### src/sv/pcx_rle_pkg.sv
`default_nettype none
// ----------------------------------------------------------------------------
// pcx_rle_pkg
// Shared types, constants and helpers of the PCX run-length line encoder.
// ----------------------------------------------------------------------------
package pcx_rle_pkg;

  localparam int unsigned  LEN_W      = 6;
  localparam int unsigned  SLOTS      = 4;
  localparam logic [7:0]   CODE_MARK  = 8'hC0;

  // One accepted item as seen by the back end: up to four code bytes,
  // packed from slot 0, and the slot that holds the final byte.
  typedef struct packed {
    logic [SLOTS-1:0][7:0] bytes;
    logic [1:0]            last_slot;
  } job_t;

  // A run needs a count byte unless it is a single byte below the mark.
  function automatic logic needs_count(input logic [7:0] value, input logic [LEN_W-1:0] len);
    needs_count = (len > LEN_W'(1)) || (value >= CODE_MARK);
  endfunction

  function automatic logic [7:0] count_byte(input logic [LEN_W-1:0] len);
    count_byte = CODE_MARK | {2'b00, len};
  endfunction

endpackage
`default_nettype wire

### src/sv/pcx_rle_if.sv
`default_nettype none
// ----------------------------------------------------------------------------
// pcx_rle_if
// Valid/ready channels of the encoder: pixel input and code byte output.
// ----------------------------------------------------------------------------
interface pcx_rle_pix_if;
  logic       valid;
  logic       ready;
  logic [7:0] pixel_a;
  logic [7:0] pixel_b;
  logic       line_end;

  modport source (output valid, output pixel_a, output pixel_b, output line_end,
                  input ready);
  modport sink   (input valid, input pixel_a, input pixel_b, input line_end,
                  output ready);
endinterface

interface pcx_rle_code_if;
  logic       valid;
  logic       ready;
  logic [7:0] code_byte;
  logic       last_of_item;

  modport source (output valid, output code_byte, output last_of_item, input ready);
  modport sink   (input valid, input code_byte, input last_of_item, output ready);
endinterface
`default_nettype wire

### src/sv/pcx_rle_front.sv
`default_nettype none
// ----------------------------------------------------------------------------
// pcx_rle_front
// Accepts pixels, tracks the open run and packs the code bytes of each item.
// ----------------------------------------------------------------------------
module pcx_rle_front #(
  parameter int unsigned MAX_RUN = 63
) (
  input  wire logic            clk,
  input  wire logic            rst,
  input  wire logic            cfg_we,
  input  wire logic            cfg_wdata,
  pcx_rle_pix_if.sink          pixels,
  input  wire logic            queue_full,
  output logic                 push,
  output pcx_rle_pkg::job_t    job
);

  localparam logic [pcx_rle_pkg::LEN_W-1:0] MAX_LEN = pcx_rle_pkg::LEN_W'(MAX_RUN);

  logic                            blend_mode;
  logic [7:0]                      run_value;
  logic [pcx_rle_pkg::LEN_W-1:0]   run_length;
  logic                            run_open;

  logic [7:0]                      run_value_next;
  logic [pcx_rle_pkg::LEN_W-1:0]   run_length_next;
  logic                            run_open_next;

  logic [8:0]                      pix_sum;
  logic [7:0]                      pix;
  logic                            extend;
  logic                            close_old;
  logic [7:0]                      new_value;
  logic [pcx_rle_pkg::LEN_W-1:0]   new_length;
  logic [2:0]                      fill;
  logic                            accept;

  assign pixels.ready = !queue_full;
  assign accept       = pixels.valid && !queue_full;

  assign pix_sum = {1'b0, pixels.pixel_a} + {1'b0, pixels.pixel_b};
  assign pix     = blend_mode ? pix_sum[8:1] : pixels.pixel_a;

  assign extend     = run_open && (pix == run_value) && (run_length < MAX_LEN);
  assign close_old  = run_open && !extend;
  assign new_value  = extend ? run_value : pix;
  assign new_length = extend ? run_length + pcx_rle_pkg::LEN_W'(1) : pcx_rle_pkg::LEN_W'(1);

  always_comb begin
    fill      = 3'd0;
    job.bytes = '0;
    if (close_old) begin
      if (pcx_rle_pkg::needs_count(run_value, run_length)) begin
        job.bytes[fill[1:0]] = pcx_rle_pkg::count_byte(run_length);
        fill = fill + 3'd1;
      end
      job.bytes[fill[1:0]] = run_value;
      fill = fill + 3'd1;
    end
    if (pixels.line_end) begin
      if (pcx_rle_pkg::needs_count(new_value, new_length)) begin
        job.bytes[fill[1:0]] = pcx_rle_pkg::count_byte(new_length);
        fill = fill + 3'd1;
      end
      job.bytes[fill[1:0]] = new_value;
      fill = fill + 3'd1;
    end
    job.last_slot = 2'(fill - 3'd1);

    // Line end flushes the run; its value stays as is.
    run_value_next  = new_value;
    run_length_next = pixels.line_end ? '0 : new_length;
    run_open_next   = !pixels.line_end;
  end

  assign push = accept && (fill != 3'd0);

  always_ff @(posedge clk) begin
    if (rst) begin
      blend_mode <= 1'b0;
      run_value  <= '0;
      run_length <= '0;
      run_open   <= 1'b0;
    end else begin
      if (cfg_we) begin
        blend_mode <= cfg_wdata;
      end
      if (accept) begin
        run_value  <= run_value_next;
        run_length <= run_length_next;
        run_open   <= run_open_next;
      end
    end
  end

endmodule
`default_nettype wire

### src/sv/pcx_rle_queue.sv
`default_nettype none
// ----------------------------------------------------------------------------
// pcx_rle_queue
// Small FIFO of packed items between the front and the back end.
// ----------------------------------------------------------------------------
module pcx_rle_queue #(
  parameter int unsigned WIDTH = 34,
  parameter int unsigned DEPTH = 4
) (
  input  wire logic             clk,
  input  wire logic             rst,
  input  wire logic             push,
  input  wire logic [WIDTH-1:0] wdata,
  input  wire logic             pop,
  output logic      [WIDTH-1:0] rdata,
  output logic                  not_empty,
  output logic                  full
);

  localparam int unsigned AW = (DEPTH > 1) ? $clog2(DEPTH) : 1;

  logic [WIDTH-1:0] slots [DEPTH];
  logic [AW-1:0]    wr_ptr;
  logic [AW-1:0]    rd_ptr;
  logic [AW:0]      count;

  assign rdata     = slots[rd_ptr];
  assign not_empty = (count != '0);
  assign full      = (count == (AW+1)'(DEPTH));

  always_ff @(posedge clk) begin
    if (push) begin
      slots[wr_ptr] <= wdata;
    end
  end

  always_ff @(posedge clk) begin
    if (rst) begin
      wr_ptr <= '0;
      rd_ptr <= '0;
      count  <= '0;
    end else begin
      if (push) begin
        wr_ptr <= (wr_ptr == AW'(DEPTH - 1)) ? '0 : wr_ptr + AW'(1);
      end
      if (pop) begin
        rd_ptr <= (rd_ptr == AW'(DEPTH - 1)) ? '0 : rd_ptr + AW'(1);
      end
      case ({push, pop})
        2'b10:   count <= count + (AW+1)'(1);
        2'b01:   count <= count - (AW+1)'(1);
        default: count <= count;
      endcase
    end
  end

endmodule
`default_nettype wire

### src/sv/pcx_rle_back.sv
`default_nettype none
// ----------------------------------------------------------------------------
// pcx_rle_back
// Walks the bytes of the item at the queue head into the output register.
// ----------------------------------------------------------------------------
module pcx_rle_back (
  input  wire logic              clk,
  input  wire logic              rst,
  input  wire pcx_rle_pkg::job_t head,
  input  wire logic              head_valid,
  output logic                   pop,
  pcx_rle_code_if.source         codes
);

  logic [1:0] slot;
  logic       out_valid;
  logic [7:0] code_byte;
  logic       last_of_item;
  logic       load;
  logic       at_last;

  assign load    = head_valid && (!out_valid || codes.ready);
  assign at_last = (slot == head.last_slot);
  assign pop     = load && at_last;

  assign codes.valid        = out_valid;
  assign codes.code_byte    = code_byte;
  assign codes.last_of_item = last_of_item;

  always_ff @(posedge clk) begin
    if (load) begin
      code_byte    <= head.bytes[slot];
      last_of_item <= at_last;
    end
  end

  always_ff @(posedge clk) begin
    if (rst) begin
      out_valid <= 1'b0;
      slot      <= '0;
    end else begin
      if (load) begin
        out_valid <= 1'b1;
        slot      <= at_last ? 2'd0 : slot + 2'd1;
      end else if (codes.ready) begin
        // drop the byte once its transfer completes
        out_valid <= 1'b0;
      end
    end
  end

endmodule
`default_nettype wire

### src/sv/pcx_rle_line_encoder.sv
`default_nettype none
// ----------------------------------------------------------------------------
// pcx_rle_line_encoder
// PCX run-length encoder for a stream of pixel bytes, one scan line at a time.
// ----------------------------------------------------------------------------
// Usage:
//   pixels: one pixel per transfer (pixel_a, pixel_b, line_end). With
//     blend_mode set the encoded byte is (pixel_a + pixel_b) >> 1.
//   codes: one code byte per transfer; last_of_item marks the final byte
//     that a pixel caused. A pixel that only extends a run gives no byte.
//   cfg_we / cfg_wdata: write blend_mode while the encoder is idle.
// Timing:
//   A pixel is taken every cycle while the item queue has room. Its code
//   bytes pass through the item queue and then the output register, which
//   drives one byte per cycle while codes is ready. A pixel can yield up
//   to four bytes at a line end, so a stream where each pixel yields two
//   bytes or more fills the queue and is then held back by pixels.ready.
//   When codes stalls, the output register holds its byte and the queue
//   (QUEUE_DEPTH items) fills before pixels.ready drops.
// Reset: no run open, blend_mode cleared, queue empty, no output byte.
// ----------------------------------------------------------------------------
module pcx_rle_line_encoder #(
  parameter int unsigned MAX_RUN     = 63,
  parameter int unsigned QUEUE_DEPTH = 4
) (
  input  wire logic        clk,
  input  wire logic        rst,
  input  wire logic        cfg_we,
  input  wire logic        cfg_wdata,
  pcx_rle_pix_if.sink      pixels,
  pcx_rle_code_if.source   codes
);

  localparam int unsigned JOB_W = $bits(pcx_rle_pkg::job_t);

  pcx_rle_pkg::job_t  job_in;
  pcx_rle_pkg::job_t  job_head;
  logic [JOB_W-1:0]   head_bits;
  logic               push;
  logic               pop;
  logic               head_valid;
  logic               queue_full;

  pcx_rle_front #(
    .MAX_RUN (MAX_RUN)
  ) u_front (
    .clk        (clk),
    .rst        (rst),
    .cfg_we     (cfg_we),
    .cfg_wdata  (cfg_wdata),
    .pixels     (pixels),
    .queue_full (queue_full),
    .push       (push),
    .job        (job_in)
  );

  pcx_rle_queue #(
    .WIDTH (JOB_W),
    .DEPTH (QUEUE_DEPTH)
  ) u_queue (
    .clk       (clk),
    .rst       (rst),
    .push      (push),
    .wdata     (job_in),
    .pop       (pop),
    .rdata     (head_bits),
    .not_empty (head_valid),
    .full      (queue_full)
  );

  assign job_head = pcx_rle_pkg::job_t'(head_bits);

  pcx_rle_back u_back (
    .clk        (clk),
    .rst        (rst),
    .head       (job_head),
    .head_valid (head_valid),
    .pop        (pop),
    .codes      (codes)
  );

endmodule
`default_nettype wire

### src/flat_wrapper.sv
// flat-port wrapper written by rule: the top's interface ports become plain ports
module pcx_rle_line_encoder_flat 
#(
  parameter int unsigned MAX_RUN     = 63,
  parameter int unsigned QUEUE_DEPTH = 4
)
  (clk, rst, cfg_we, cfg_wdata, pixels_valid, pixels_pixel_a, pixels_pixel_b, pixels_line_end, pixels_ready, codes_valid, codes_code_byte, codes_last_of_item, codes_ready);
  pcx_rle_pix_if pixels_i ();
  pcx_rle_code_if codes_i ();
  input  wire logic clk;
  input  wire logic rst;
  input  wire logic cfg_we;
  input  wire logic cfg_wdata;
  input wire logic [$bits(pixels_i.valid)-1:0] pixels_valid;
  input wire logic [$bits(pixels_i.pixel_a)-1:0] pixels_pixel_a;
  input wire logic [$bits(pixels_i.pixel_b)-1:0] pixels_pixel_b;
  input wire logic [$bits(pixels_i.line_end)-1:0] pixels_line_end;
  output wire logic [$bits(pixels_i.ready)-1:0] pixels_ready;
  output wire logic [$bits(codes_i.valid)-1:0] codes_valid;
  output wire logic [$bits(codes_i.code_byte)-1:0] codes_code_byte;
  output wire logic [$bits(codes_i.last_of_item)-1:0] codes_last_of_item;
  input wire logic [$bits(codes_i.ready)-1:0] codes_ready;
  assign pixels_i.valid = pixels_valid;
  assign pixels_i.pixel_a = pixels_pixel_a;
  assign pixels_i.pixel_b = pixels_pixel_b;
  assign pixels_i.line_end = pixels_line_end;
  assign pixels_ready = pixels_i.ready;
  assign codes_valid = codes_i.valid;
  assign codes_code_byte = codes_i.code_byte;
  assign codes_last_of_item = codes_i.last_of_item;
  assign codes_i.ready = codes_ready;
  pcx_rle_line_encoder #(.MAX_RUN(MAX_RUN), .QUEUE_DEPTH(QUEUE_DEPTH)) u_core (.clk(clk), .rst(rst), .cfg_we(cfg_we), .cfg_wdata(cfg_wdata), .pixels(pixels_i), .codes(codes_i));
endmodule
### config.mk
export PLATFORM = sky130hd
export DESIGN_NAME = pcx_rle_line_encoder_flat
export DESIGN_NICKNAME = d
export VERILOG_FILES = /design/src/sv/pcx_rle_pkg.sv /design/src/sv/pcx_rle_if.sv /design/src/sv/pcx_rle_front.sv /design/src/sv/pcx_rle_queue.sv /design/src/sv/pcx_rle_back.sv /design/src/sv/pcx_rle_line_encoder.sv /design/src/flat_wrapper.sv
export SDC_FILE = /design/constraint.sdc
export NUM_CORES = 1
export LEC_CHECK = 0
export BUFFER_PORTS_ARGS = -buffer_cell sky130_fd_sc_hd__buf_2
export CAP_MARGIN = 20
export CORE_ASPECT_RATIO = 2
export CORE_MARGIN = 2
export CORE_UTILIZATION = 35
export CTS_CLUSTER_SIZE = 10
export DETAILED_ROUTE_END_ITERATION = 10
export GPL_TIMING_DRIVEN = 0
export SLEW_MARGIN = 25
export SYNTH_ARGS = -nofsm -noshare
export SYNTH_HDL_FRONTEND = slang
export SYNTH_SLANG_ARGS = --single-unit
export TNS_END_PERCENT = 100
### constraint.sdc
create_clock -name clk -period 12.7 [get_ports clk]
set_clock_uncertainty 0.15 [all_clocks]
set_input_delay 1.27 -clock clk [delete_from_list [all_inputs] [get_ports clk]]
set_output_delay 1.27 -clock clk [all_outputs]
set_load 0.01 [all_outputs]
==> metrics.md, run 1 <==
| Metric | Value |
|---|---|
| Status | `completed` |
| R2r setup slk | `7090 ps` |
| Top Ports | `34` |
| Initial antenna violation count | `0` |
| DRC errors left | `0` |
| Slew Viols, Final | `0` |
| Clock transition at path regs | `60 ps` |
| Die X-Extent | `111.2 µm` |
| First-pass GRT wire length | `29620 µm` |
| Cells after synthesis | `557` |
| Reg power frac | `46.5%` |
| Synth cell types | `65` |
| Grt total ovfl | `0` |
| Crit path largest cell delay | `590 ps` |
| Post-route setup slack | `6188 ps` |
| Clock sink total | `173` |
| Hold Path Class | `reg2reg` |
| Sw power | `413.2 µW` |
| Post-route ant nets | `0` |
| Max_cap viols | `0` |
| Number of synthesized flops with an enable pin | `145` |
| P per Cell Area | `164.0 nW/µm²` |
| Crit path cell chain | `buf_2 > ha_1 > a21oi_2 > a21oi_1 > or3_1 > a31oi_2 > xor2_1 > nand3_2 > nand2_1 > or2_2 > ha_1 > mux2_2 > ha_1 > nor2_1 > or2_1 > clkbuf_1 > inv_2 > ha_1 > fa_1 > xnor2_1 > or3_1 > a21oi_1` |
| GPL Wtd Cong | `0.8847` |
| Final core occ | `40.73%` |
| Min Tclk post-route | `6512 ps` |
| Seq/Total Area, Yosys | `61.13%` |
| Drt total wl | `18950 µm` |
| Dominant cell type by area after synthesis | `edfxtp_1` |
| Period Utilization, post-route | `51.27%` |
| Synth top area cells | `edfxtp_1 (54%), mux4_2 (12%), dfxtp_1 (7.0%), ha_1 (3.0%), nand2_1 (1.9%)` |
| Die height | `218.3 µm` |
| Setup crit end kind | `flip-flop` |
| Relative slew slack | `37.95%` |
| CP max stage cell | `xor2_1` |
| Total Nets Final | `656` |
| CTS tree | `yes` |
| DR pass1 iterations | `5` |
| Inst Count DP | `872` |
| # hold bufs at CTS | `0` |
| Number of global-route vias before repair | `5309` |
| Initial Util | `35.51%` |
| Mapped Area | `8040 µm²` |
| Async SR Flop Fraction | `0%` |
| HP Start | `u_core.u_back.codes.valid` |
| Worst Path Arrival | `6720 ps` |
| CP dominant cell by count | `ha_1` |
| TritonCTS buffer count | `17` |
| Peak supply drop | `0.07052 mV` |
| Register bit total from synthesis | `173` |
| Avg Vias per Cell | `5.429` |
| Combinational Power Share | `20.1%` |
| Syn Area/Cell | `14.43 µm²` |
| DP Worst Slack | `5810 ps` |
| WS Path Type | `in2reg` |
| Iter 0 DRT Violations | `202` |
| Final Setup Violations | `0` |
| H-tree Lvls | `4` |
| Sw frac | `27.33%` |
| Post-route insts no fill | `905` |
| Largest net degree at the start of global routing | `25` |
| Setup bufs post-CTS | `0` |
| Clk pwr share | `33.4%` |
| WP buf/inv | `3` |
| GR Util All Layers | `16.27%` |
| Post-cts resize count | `0` |
| Final TNS setup | `0 ps` |
| Worst skew pair latency | `430 ps` |
| R2R cell count | `21` |
| CP required | `12910 ps` |
| Reg2reg end | `u_core.u_queue.count[2]` |
| Top FF cell, synth | `edfxtp_1` |
| Cell depth of the worst hold path | `2` |
| Share of layout cells above drive strength 1 | `21.28%` |
| Worst-margin pin slew | `930.7 ps` |
| Post-detail-place hpwl | `14120 µm` |
| Share of the synthesized area in the top cell type | `54.15%` |
| Syn_nets | `601` |
| P_int | `1099 µW` |
| Clk buf depth | `2` |
| Diode count | `0` |
| Final hold vios | `0` |
| Hold Path End | `u_core.u_back.codes.valid` |
| FMAX | `0.1536 GHz` |
| RSZ-0062 raised after global routing | `no` |
| Wire per inst | `20.94 µm` |
| FP Rows | `78` |
| CTS Root Cell | `clkbuf_16` |
| Startpoint Class | `input port` |
| Area Overhead vs Synth | `14.69%` |
| Vias post-DR | `4913` |
| Port bufs | `31` |
| CP top delay family | `simple AND/OR/NAND/NOR gates` |
| DIE AREA | `24270 µm²` |
| FF-to-FF Start | `u_core.u_front.run_length[0]` |
| Worst Path Max Fanout | `7` |
| Core outline area | `22640 µm²` |
| Synth warn | `0` |
| LEAKAGE | `0.003156 µW` |
-- cell usage after synthesis, types with 4 or more instances --
cell,instances
and2_1,7
a211oi_1,10
dfxtp_1,28
and3_1,4
o221ai_1,8
o211ai_1,4
clkbuf_1,21
mux2i_1,6
nor2_1,41
nand4_1,8
ha_1,19
a21o_1,8
nand2b_1,8
nor2b_1,4
xnor2_1,5
nor3_1,5
inv_1,18
nand3_1,12
o22ai_1,6
mux4_2,42
nand2_1,41
buf_2,4
or3_1,6
o21ai_0,10
a21oi_1,21
edfxtp_1,145
xor2_1,11
-- worst reg2reg max path, cell delays in order, from the launching register on --
cell	delay, ps
dfxtp_1	400
ha_1	330
nand3_1	140
o21ai_0	130
a2111oi_1	440
nand4_1	200
nor4_4	530
nand3_2	300
nand2_1	260
or2_2	140
ha_1	220
mux2_2	270
ha_1	190
nor2_1	180
or2_1	130
clkbuf_1	220
inv_2	60
ha_1	220
fa_1	400
xnor2_1	150
or3_1	310
a21oi_1	140
-- registers in the layout (all words and copies together), names as in the netlist, named ones only --
signal,cells
u_core.u_back.codes.code_byte,8
u_core.u_back.codes.last_of_item,1
u_core.u_back.codes.valid,1
u_core.u_back.slot,2
u_core.u_front.blend_mode,1
u_core.u_front.run_length,6
u_core.u_front.run_open,1
u_core.u_front.run_value,8
u_core.u_queue.count,3
u_core.u_queue.rd_ptr,2
u_core.u_queue.slots,136
u_core.u_queue.wr_ptr,2
-- power groups by stage --
stage	clock [µW]	sequential (µW)	combinational, µW
2_1_floorplan	0	720	203
3_3_place_gp	0	714	295
3_5_place_dp	0	716	308
4_1_cts	514	704	310
5_1_grt	533	709	337
6_report	505	703	304
-- logic make-up after synthesis --
family                   count (synthesis)  synth area share, %
AO/OA/AOI/OAI                           95                8.699
flip-flops                             173                61.13
adder cells (fa/ha/maj)                 21                3.455
AND/OR/NAND/NOR                        153                9.680
buffers and inverters                   48                2.303
multiplexers                            50                12.79
XOR/XNOR                                17                1.945
-- metrics by stage --
stage	area, µm²	total power (µW)	hold WS (ps)
after CTS	9209	1528	340.6
after detailed placement	8631	1024	331.7
after global routing	9221	1580	366.7
final	9221	1512	332.6
after floorplan	8040	922.4	304.1
after global placement	8546	1009	307.2
-- cell usage in the layout (no fill, tap or decap), drive strengths merged, types with 3 or more instances in the layout --
| cell type | n |
|---|---|
| a211o | 3 |
| a211oi | 10 |
| a21o | 8 |
| a21oi | 22 |
| a31oi | 5 |
| and2 | 8 |
| and3 | 4 |
| buf | 42 |
| clkbuf | 43 |
| clkinv | 3 |
| clkinvlp | 5 |
| dfxtp | 28 |
| edfxtp | 145 |
| ha | 19 |
| inv | 22 |
| mux2i | 6 |
| mux4 | 42 |
| nand2 | 41 |
| nand2b | 8 |
| nand3 | 14 |
| nand4 | 8 |
| nor2 | 41 |
| nor2b | 4 |
| nor3 | 6 |
| o211a | 3 |
| o211ai | 4 |
| o21ai | 11 |
| o221ai | 8 |
| o22ai | 6 |
| or2 | 3 |
| or3 | 6 |
| or4 | 3 |
| xnor2 | 5 |
| xor2 | 12 |
-- metal layers --
| layer | GRT usage, % | up-vias | wire length [µm] |
|---|---|---|---|
| met5 | 0 | - | 0 |
| met4 | 9.424 | 0 | 841 |
| met3 | 2.940 | 41 | 512 |
| met2 | 32.72 | 105 | 11160 |
| met1 | 14.73 | 2481 | 6431 |
| li1 | - | 2286 | - |
-- worst max path at each step --
stage | startpoint | endpoint | slack, ps | cells after the start
after CTS | pixels_pixel_b[2] | u_core.u_queue.count[2] | 6200 | 22
after global routing | pixels_pixel_b[2] | u_core.u_queue.count[2] | 5850 | 22
after detailed placement | pixels_pixel_b[2] | u_core.u_queue.count[2] | 5810 | 22
final | pixels_pixel_b[2] | u_core.u_queue.count[2] | 6190 | 22
after floorplan | pixels_pixel_b[1] | u_core.u_queue.slots[0][0] | 6760 | 17
after global placement | pixels_pixel_b[2] | u_core.u_queue.slots[0][5] | 5380 | 17
-- layout make-up --
| cell class | count | area, µm² |
|---|---|---|
| fill | 2133 | 13420 |
| tap | 280 | 350.3 |
| sequential | 173 | 4915 |
| clock inverter | 11 | 107.6 |
| clock buffer | 21 | 470.5 |
| inverter | 20 | 75.07 |
| buffer | 28 | 111.4 |
| timing repair buffer | 36 | 246.5 |
| multi-input combinational | 336 | 2945 |
Power figures use the tool's default switching activity.
==> run 2, diff against run 1 <==
- clock period: 12.7 -> 5.48 ns (I/O delays scaled with it)
==> run 2 against run 1 <==
Against the previous run: clock-buffer cell count is the same; final cell count grew 0.55%; largest power group unchanged; highest routed layer unchanged; hold slack lost 120 ps; core utilization grew 0.51 points.
==> metrics.md, run 2 (synthesis gave the netlist of run 1 again) <==
| Metric | Value |
|---|---|
| Status | `completed (unchanged)` |
| Sw power | `967.6 µW (was 413.2 µW)` |
| Slew Viols, Final | `0 (unchanged)` |
| Die height | `218.3 µm (unchanged)` |
| Min Tclk post-route | `5194 ps` |
| Relative slew slack | `36.95% (was 37.95%)` |
| WS Path Type | `in2reg (unchanged)` |
| P per Cell Area | `377.2 nW/µm² (was 164.0 nW/µm²)` |
| Top Ports | `34 (unchanged)` |
| First-pass GRT wire length | `29820 µm (was 29620 µm)` |
| Clk pwr share | `33.2% (was 33.4%)` |
| Inst Count DP | `872 (unchanged)` |
| Overall power | `3522 µW (was 1512 µW)` |
| Post-detail-place hpwl | `14120 µm (unchanged)` |
| DRC errors left | `0 (unchanged)` |
| Wire per inst | `21.05 µm (was 20.94 µm)` |
| Die X-Extent | `111.2 µm (unchanged)` |
| Combinational Power Share | `20.5% (was 20.1%)` |
| FP Rows | `78 (unchanged)` |
| FMAX | `0.1925 GHz` |
| Avg Vias per Cell | `5.403 (was 5.429)` |
| Share of layout cells above drive strength 1 | `22.86% (was 21.28%)` |
| Crit path cell chain | `buf_2 > inv_1 > fa_1 > xnor2_2 > xor2_1 > a2111oi_1 > nand4_1 > nor4_4 > buf_4 > and3_4 > o21ai_1 > mux2i_1 > ha_1 > mux2_2 > ha_1 > nor2_1 > or2_4 > inv_2 > ha_1 > fa_1 > xnor2_1 > or3_1 > a21oi_1 (was buf_2 > ha_1 > a21oi_2 > a21oi_1 > or3_1 > a31oi_2 > xor2_1 > nand3_2 > nand2_1 > or2_2 > ha_1 > mux2_2 > ha_1 > nor2_1 > or2_1 > clkbuf_1 > inv_2 > ha_1 > fa_1 > xnor2_1 > or3_1 > a21oi_1)` |
| DR pass1 iterations | `4 (was 5)` |
| Grt total ovfl | `0 (unchanged)` |
| Final Setup Violations | `0 (unchanged)` |
| Iter 0 DRT Violations | `238 (was 202)` |
| Area Overhead vs Synth | `16.14% (was 14.69%)` |
| LEAKAGE | `0.003196 µW (was 0.003156 µW)` |
| Worst skew pair latency | `430 ps (about the same)` |
| Max reg flops | `136 (unchanged)` |
| Port bufs | `31 (unchanged)` |
| Clock transition at path regs | `70 ps (was 60 ps)` |
| Startpoint Class | `input port (unchanged)` |
| Sw frac | `27.47% (was 27.33%)` |
| Crit path largest cell delay | `440 ps (was 590 ps)` |
| Largest regs | `u_core.u_queue.slots x136, u_core.u_back.codes.code_byte x8, u_core.u_front.run_value x8 (unchanged)` |
| Peak supply drop | `0.1651 mV (was 0.07052 mV)` |
| Largest reg by FF count | `u_core.u_queue.slots (unchanged)` |
| CP required | `5690 ps (was 12910 ps)` |
| Worst Path Arrival | `5400 ps (was 6720 ps)` |
| GPL Wtd Cong | `0.8847 (unchanged)` |
| Max_cap viols | `0 (unchanged)` |
| Most frequent cells in the layout | `edfxtp_1 (145), mux4_2 (42), nor2_1 (41), nand2_1 (41), buf_2 (35) (unchanged)` |
| Largest net degree at the start of global routing | `25 (unchanged)` |
| Number of global-route vias before repair | `5325 (was 5309)` |
| CP dominant cell by count | `ha_1 (unchanged)` |
| Reg power frac | `46.3% (was 46.5%)` |
| Period Utilization, post-route | `94.78%` |
| Initial Util | `35.51% (unchanged)` |
| P_int | `2555 µW (was 1099 µW)` |
| Setup crit end kind | `flip-flop (unchanged)` |
| # hold bufs at CTS | `0 (unchanged)` |
| CP max stage cell | `fa_1 (was xor2_1)` |
| Final core occ | `41.24% (was 40.73%)` |
| Core outline area | `22640 µm² (unchanged)` |
| CTS Root Cell | `clkbuf_16 (unchanged)` |
| Clock sink total | `173 (unchanged)` |
| Clk buf depth | `2 (unchanged)` |
| DIE AREA | `24270 µm² (unchanged)` |
| Commonest non-fill, non-tap cell in the layout | `edfxtp_1 (unchanged)` |
| Worst-margin pin slew | `945.7 ps (was 930.7 ps)` |
| Post-route ant nets | `0 (unchanged)` |
| Initial antenna violation count | `0 (unchanged)` |
| TritonCTS buffer count | `17 (unchanged)` |
| Total Nets Final | `661 (was 656)` |
| H-tree Lvls | `4 (unchanged)` |
| Worst Path Max Fanout | `7 (unchanged)` |
| WHS | `210.9 ps (was 332.6 ps)` |
| RSZ-0062 raised after global routing | `no (unchanged)` |
| Drt total wl | `19160 µm (was 18950 µm)` |
| Final hold vios | `0 (unchanged)` |
| CTS tree | `yes (unchanged)` |
| Vias post-DR | `4917 (was 4913)` |
| Hold Path Class | `in2reg (was reg2reg)` |
| Final TNS setup | `0 ps (unchanged)` |
| Post-route insts no fill | `910 (was 905)` |
| GR Util All Layers | `16.39% (was 16.27%)` |
| Diode count | `0 (unchanged)` |
[run 2: cell type report]
cell class / count / area [µm²]
fillers: 2121 / 13300
flip-flops and latches: 173 / 4915
multi-input cells: 336 / 3020
clock buffers: 21 / 470.5
well taps: 280 / 350.3
repair buffers: 42 / 291.5
clock inverters: 11 / 107.6
plain buffers: 27 / 107.6
inverters: 20 / 75.07
[run 2: what timing repair did]
item | CTS | global route
gates cloned | 0 | 0
hold endpoints to repair | 0 | 0
gates resized for setup | 7 | 3
pin swaps | 3 | 3
setup buffers | 3 | 3
setup endpoints to repair | 2 | 1
[run 2: stage by stage]
| step | setup WS [ps] | instance area, µm² |
|---|---|---|
| after floorplan | 260.6 | 8040 |
| after global placement | -1115 | 8546 |
| after detailed placement | -688.0 | 8631 |
| after CTS | 94.75 | 9278 |
| after global routing | 6.898 | 9338 |
| final | 285.9 | 9338 |
[run 2: per-layer routing]
layer / global-route usage (%) / vias to the layer above / part of all wire [%]
met3: 3.078 / 39 / 2.5
met1: 14.84 / 2495 / 34
li1: - / 2296 / -
met4: 9.630 / 0 / 4.0
met2: 32.80 / 87 / 59
met5: 0 / - / 0
[run 2: power groups by stage]
stage / combinational [µW] / sequential [µW] / clock, µW
floorplan: 470 / 1670 / 0
global placement: 683 / 1660 / 0
detailed placement: 715 / 1660 / 0
CTS: 727 / 1630 / 1190
global route: 796 / 1650 / 1240
finish: 722 / 1630 / 1170
[run 2: worst paths after layout]
kind / from / end / slack, ps / cells past startpoint
worst min register to register: u_core.u_back.codes.valid / u_core.u_back.codes.valid / 330 / 2
worst min-delay path: cfg_wdata / u_core.u_front.blend_mode / 210 / 3
worst max register to register: u_core.u_front.run_length[0] / u_core.u_queue.count[2] / 330 / 21
worst max-delay path: pixels_pixel_a[1] / u_core.u_queue.count[2] / 290 / 23
[run 2: critical path: cells and delay by family]
| family | cells | cell delay [ps] |
|---|---|---|
| xor gates and xnor gates | 3 | 470 |
| buffers and inverters | 4 | 430 |
| muxes | 2 | 410 |
| adders and majority gates | 5 | 1490 |
| AOI/OAI and AO/OA | 3 | 680 |
| and+or+nand+nor | 6 | 1360 |
==> run 3, diff against run 2 <==
- CORE_UTILIZATION: 35 -> 56
- PLACE_DENSITY: unset -> 0.76
- REMOVE_ABC_BUFFERS: unset -> 1
==> run 3 against run 2 <==
Against the previous run: non-clock buffer count shrank 24; flip-flop and latch count did not move; clock power is 3% lower; die area fell by 37%; sequential share of layout area is 1.1 points higher; fmax decreased by 0.50%; critical path depth down 1; critical path type unchanged; critical endpoint unchanged.
==> metrics.md, run 3 (synthesis gave the netlist of run 1 again) <==
| Metric | Value |
|---|---|
| Clk pwr share | `32.4% (was 33.2%)` |
| Crit path cell chain | `buf_2 > ha_1 > nand4_1 > a21bo_1 > a31oi_4 > xnor2_1 > nor4_4 > buf_4 > and3_1 > o21ai_1 > mux2i_1 > ha_1 > mux2_2 > ha_1 > nor2_2 > or2_4 > inv_2 > ha_1 > fa_1 > xnor2_1 > or3_1 > a21oi_1 (was buf_2 > inv_1 > fa_1 > xnor2_2 > xor2_1 > a2111oi_1 > nand4_1 > nor4_4 > buf_4 > and3_4 > o21ai_1 > mux2i_1 > ha_1 > mux2_2 > ha_1 > nor2_1 > or2_4 > inv_2 > ha_1 > fa_1 > xnor2_1 > or3_1 > a21oi_1)` |
| Worst Path Max Fanout | `7 (unchanged)` |
| Post-route ant nets | `0 (unchanged)` |
| Peak supply drop | `0.2857 mV (was 0.1651 mV)` |
| Worst Path Arrival | `5430 ps (was 5400 ps)` |
| Cell depth of the worst hold path | `4 (was 3)` |
| Initial Util | `56.64% (was 35.51%)` |
| Final Cell Area | `9164 µm² (was 9338 µm²)` |
| Hold Path End | `u_core.u_back.codes.valid (was u_core.u_front.blend_mode)` |
| Post-detail-place hpwl | `11260 µm (was 14120 µm)` |
| Core outline area | `14200 µm² (was 22640 µm²)` |
| Post-route insts no fill | `798 (was 910)` |
| CP max stage cell | `nor4_4 (was fa_1)` |
| Largest reg by FF count | `u_core.u_queue.slots (unchanged)` |
| First-pass GRT wire length | `27250 µm (was 29820 µm)` |
| P per Cell Area | `378.8 nW/µm² (was 377.2 nW/µm²)` |
| Commonest non-fill, non-tap cell in the layout | `edfxtp_1 (unchanged)` |
| CTS Root Cell | `clkbuf_16 (unchanged)` |
| Sw power | `985.6 µW (was 967.6 µW)` |
| Worst skew pair latency | `430 ps (about the same)` |
| Worst-margin pin slew | `916.8 ps (was 945.7 ps)` |
| Largest net degree at the start of global routing | `28 (was 25)` |
| Clock transition at path regs | `60 ps (was 70 ps)` |
| FP Rows | `62 (was 78)` |
| Reg2reg end | `u_core.u_queue.count[2] (unchanged)` |
| Combinational Power Share | `19.4% (was 20.5%)` |
| Min Tclk post-route | `5220 ps (was 5194 ps)` |
| Initial antenna violation count | `0 (unchanged)` |
| Iter 0 DRT Violations | `635 (was 238)` |
| CTS tree | `yes (unchanged)` |
| DR pass1 iterations | `6 (was 4)` |
| DIE AREA | `15390 µm² (was 24270 µm²)` |
| Clk buf depth | `2 (unchanged)` |
| Inst Count DP | `760 (was 872)` |
| Final core occ | `64.55% (was 41.24%)` |
| Period Utilization, post-route | `95.26% (was 94.78%)` |
| Slew Viols, Final | `0 (unchanged)` |
| GR Util All Layers | `24.39% (was 16.39%)` |
| Area Overhead vs Synth | `13.97% (was 16.14%)` |
| Clock sink total | `173 (unchanged)` |
| R2R cell count | `21 (unchanged)` |
| Placed cell area | `8481 µm² (was 8631 µm²)` |
| Diode count | `0 (unchanged)` |
| Port bufs | `33 (was 31)` |
| Final Setup Violations | `0 (unchanged)` |
| Total Nets Final | `638 (was 661)` |
| Wire per inst | `21.91 µm (was 21.05 µm)` |
| Startpoint Class | `input port (unchanged)` |
| Avg Vias per Cell | `6.212 (was 5.403)` |
| LEAKAGE | `0.003184 µW (was 0.003196 µW)` |
| Relative slew slack | `37.13% (was 36.95%)` |
| Die height | `173.5 µm (was 218.3 µm)` |
| Drt total wl | `17480 µm (was 19160 µm)` |
| Vias post-DR | `4957 (was 4917)` |
| Most frequent cells in the layout | `edfxtp_1 (145), mux4_2 (42), nand2_1 (41) (was edfxtp_1 (145), mux4_2 (42), nor2_1 (41), nand2_1 (41), buf_2 (35))` |
| Setup crit end kind | `flip-flop (unchanged)` |
| GPL Wtd Cong | `0.8571 (was 0.8847)` |
| DRC errors left | `0 (unchanged)` |
| Die X-Extent | `88.73 µm (was 111.2 µm)` |
| Reg power frac | `48.1% (was 46.3%)` |
| Top Ports | `34 (unchanged)` |
| Largest regs | `u_core.u_queue.slots x136, u_core.u_back.codes.code_byte x8, u_core.u_front.run_value x8 (unchanged)` |
| FMAX | `0.1916 GHz (was 0.1925 GHz)` |
| FF-to-FF Start | `u_core.u_front.run_length[0] (unchanged)` |
| Max reg flops | `136 (unchanged)` |
| Final hold vios | `0 (unchanged)` |
| DP Worst Slack | `-592.5 ps (was -688.0 ps)` |
| Share of layout cells above drive strength 1 | `24.59% (was 22.86%)` |
| Number of global-route vias before repair | `4907 (was 5325)` |
| P_int | `2486 µW (was 2555 µW)` |
| CP required | `5690 ps (about the same)` |
| Sw frac | `28.39% (was 27.47%)` |
| Max_cap viols | `0 (unchanged)` |
| Crit path largest cell delay | `470 ps (was 440 ps)` |
| Status | `completed (unchanged)` |
| CP dominant cell by count | `ha_1 (unchanged)` |
| Hold Path Class | `in2reg (unchanged)` |
| # hold bufs at CTS | `0 (unchanged)` |
| Grt total ovfl | `0 (unchanged)` |
| HP Start | `codes_ready (was cfg_wdata)` |
| R2r setup slk | `320 ps (was 330 ps)` |
| Post-route setup slack | `259.9 ps (was 285.9 ps)` |
| WS Path Type | `in2reg (unchanged)` |
| H-tree Lvls | `4 (unchanged)` |
| TritonCTS buffer count | `17 (unchanged)` |
==> run 3: final cells by class <==
cell class,count,area (µm²)
well taps,192,240.2
inverters,20,75.07
multi-input cells,337,3024
fillers,1020,5032
clock buffers,17,425.4
clock inverters,14,128.9
repair buffers,45,345.3
flip-flops and latches,173,4925
==> run 3: layer usage <==
layer,GRT usage (%),share of wire (%)
met4,10.10,4.0
met2,40.02,52
met5,0,0
met1,31.40,38
met3,4.619,5.9
==> run 3: critical path: cells and delay by family <==
| kind | cells | cell delay (ps) |
|---|---|---|
| AO/OA/AOI/OAI | 4 | 850 |
| XOR/XNOR | 2 | 300 |
| adder cells (fa/ha/maj) | 5 | 1420 |
| buffers and inverters | 3 | 340 |
| multiplexers | 2 | 420 |
| AND/OR/NAND/NOR | 6 | 1520 |
==> run 3: power groups by stage <==
stage | Sequential, µW | Clock [µW] | Combinational (µW)
after floorplan | 1710 | 0 | 412
after global placement | 1730 | 0 | 592
after detailed placement | 1700 | 0 | 657
after CTS | 1670 | 1140 | 667
after global routing | 1690 | 1190 | 737
final | 1670 | 1130 | 675
==> run 3: timing repair <==
action	in CTS	in global routing
setup endpoints to repair	116	116
resized for setup	4	10
pin swaps	1	6
setup buffers	0	6
gates cloned	0	1
==> run 3: per-stage QoR <==
stage / hold WS, ps / setup TNS (ps) / total power [µW]
finish: 227.2 / 0 / 3471
global route: 241.4 / -7.927 / 3609
CTS: 214.6 / 0 / 3478
detailed placement: 312.7 / -36530 / 2355
global placement: 302.2 / -154710 / 2320
floorplan: 296.7 / 0 / 2127
==> run 3: how the worst max path moves through the flow <==
stage / startpoint / endpoint / slack, ps / cells past startpoint
finish: pixels_pixel_a[2] / u_core.u_queue.count[2] / 260 / 22
global route: pixels_pixel_a[1] / u_core.u_queue.count[2] / -8 / 23
CTS: pixels_pixel_a[1] / u_core.u_queue.count[2] / 10 / 22
detailed placement: pixels_pixel_b[2] / u_core.u_queue.count[2] / -590 / 21
global placement: pixels_pixel_b[2] / u_core.u_queue.slots[1][32] / -1160 / 16
floorplan: pixels_pixel_b[1] / u_core.u_queue.slots[0][0] / 150 / 16
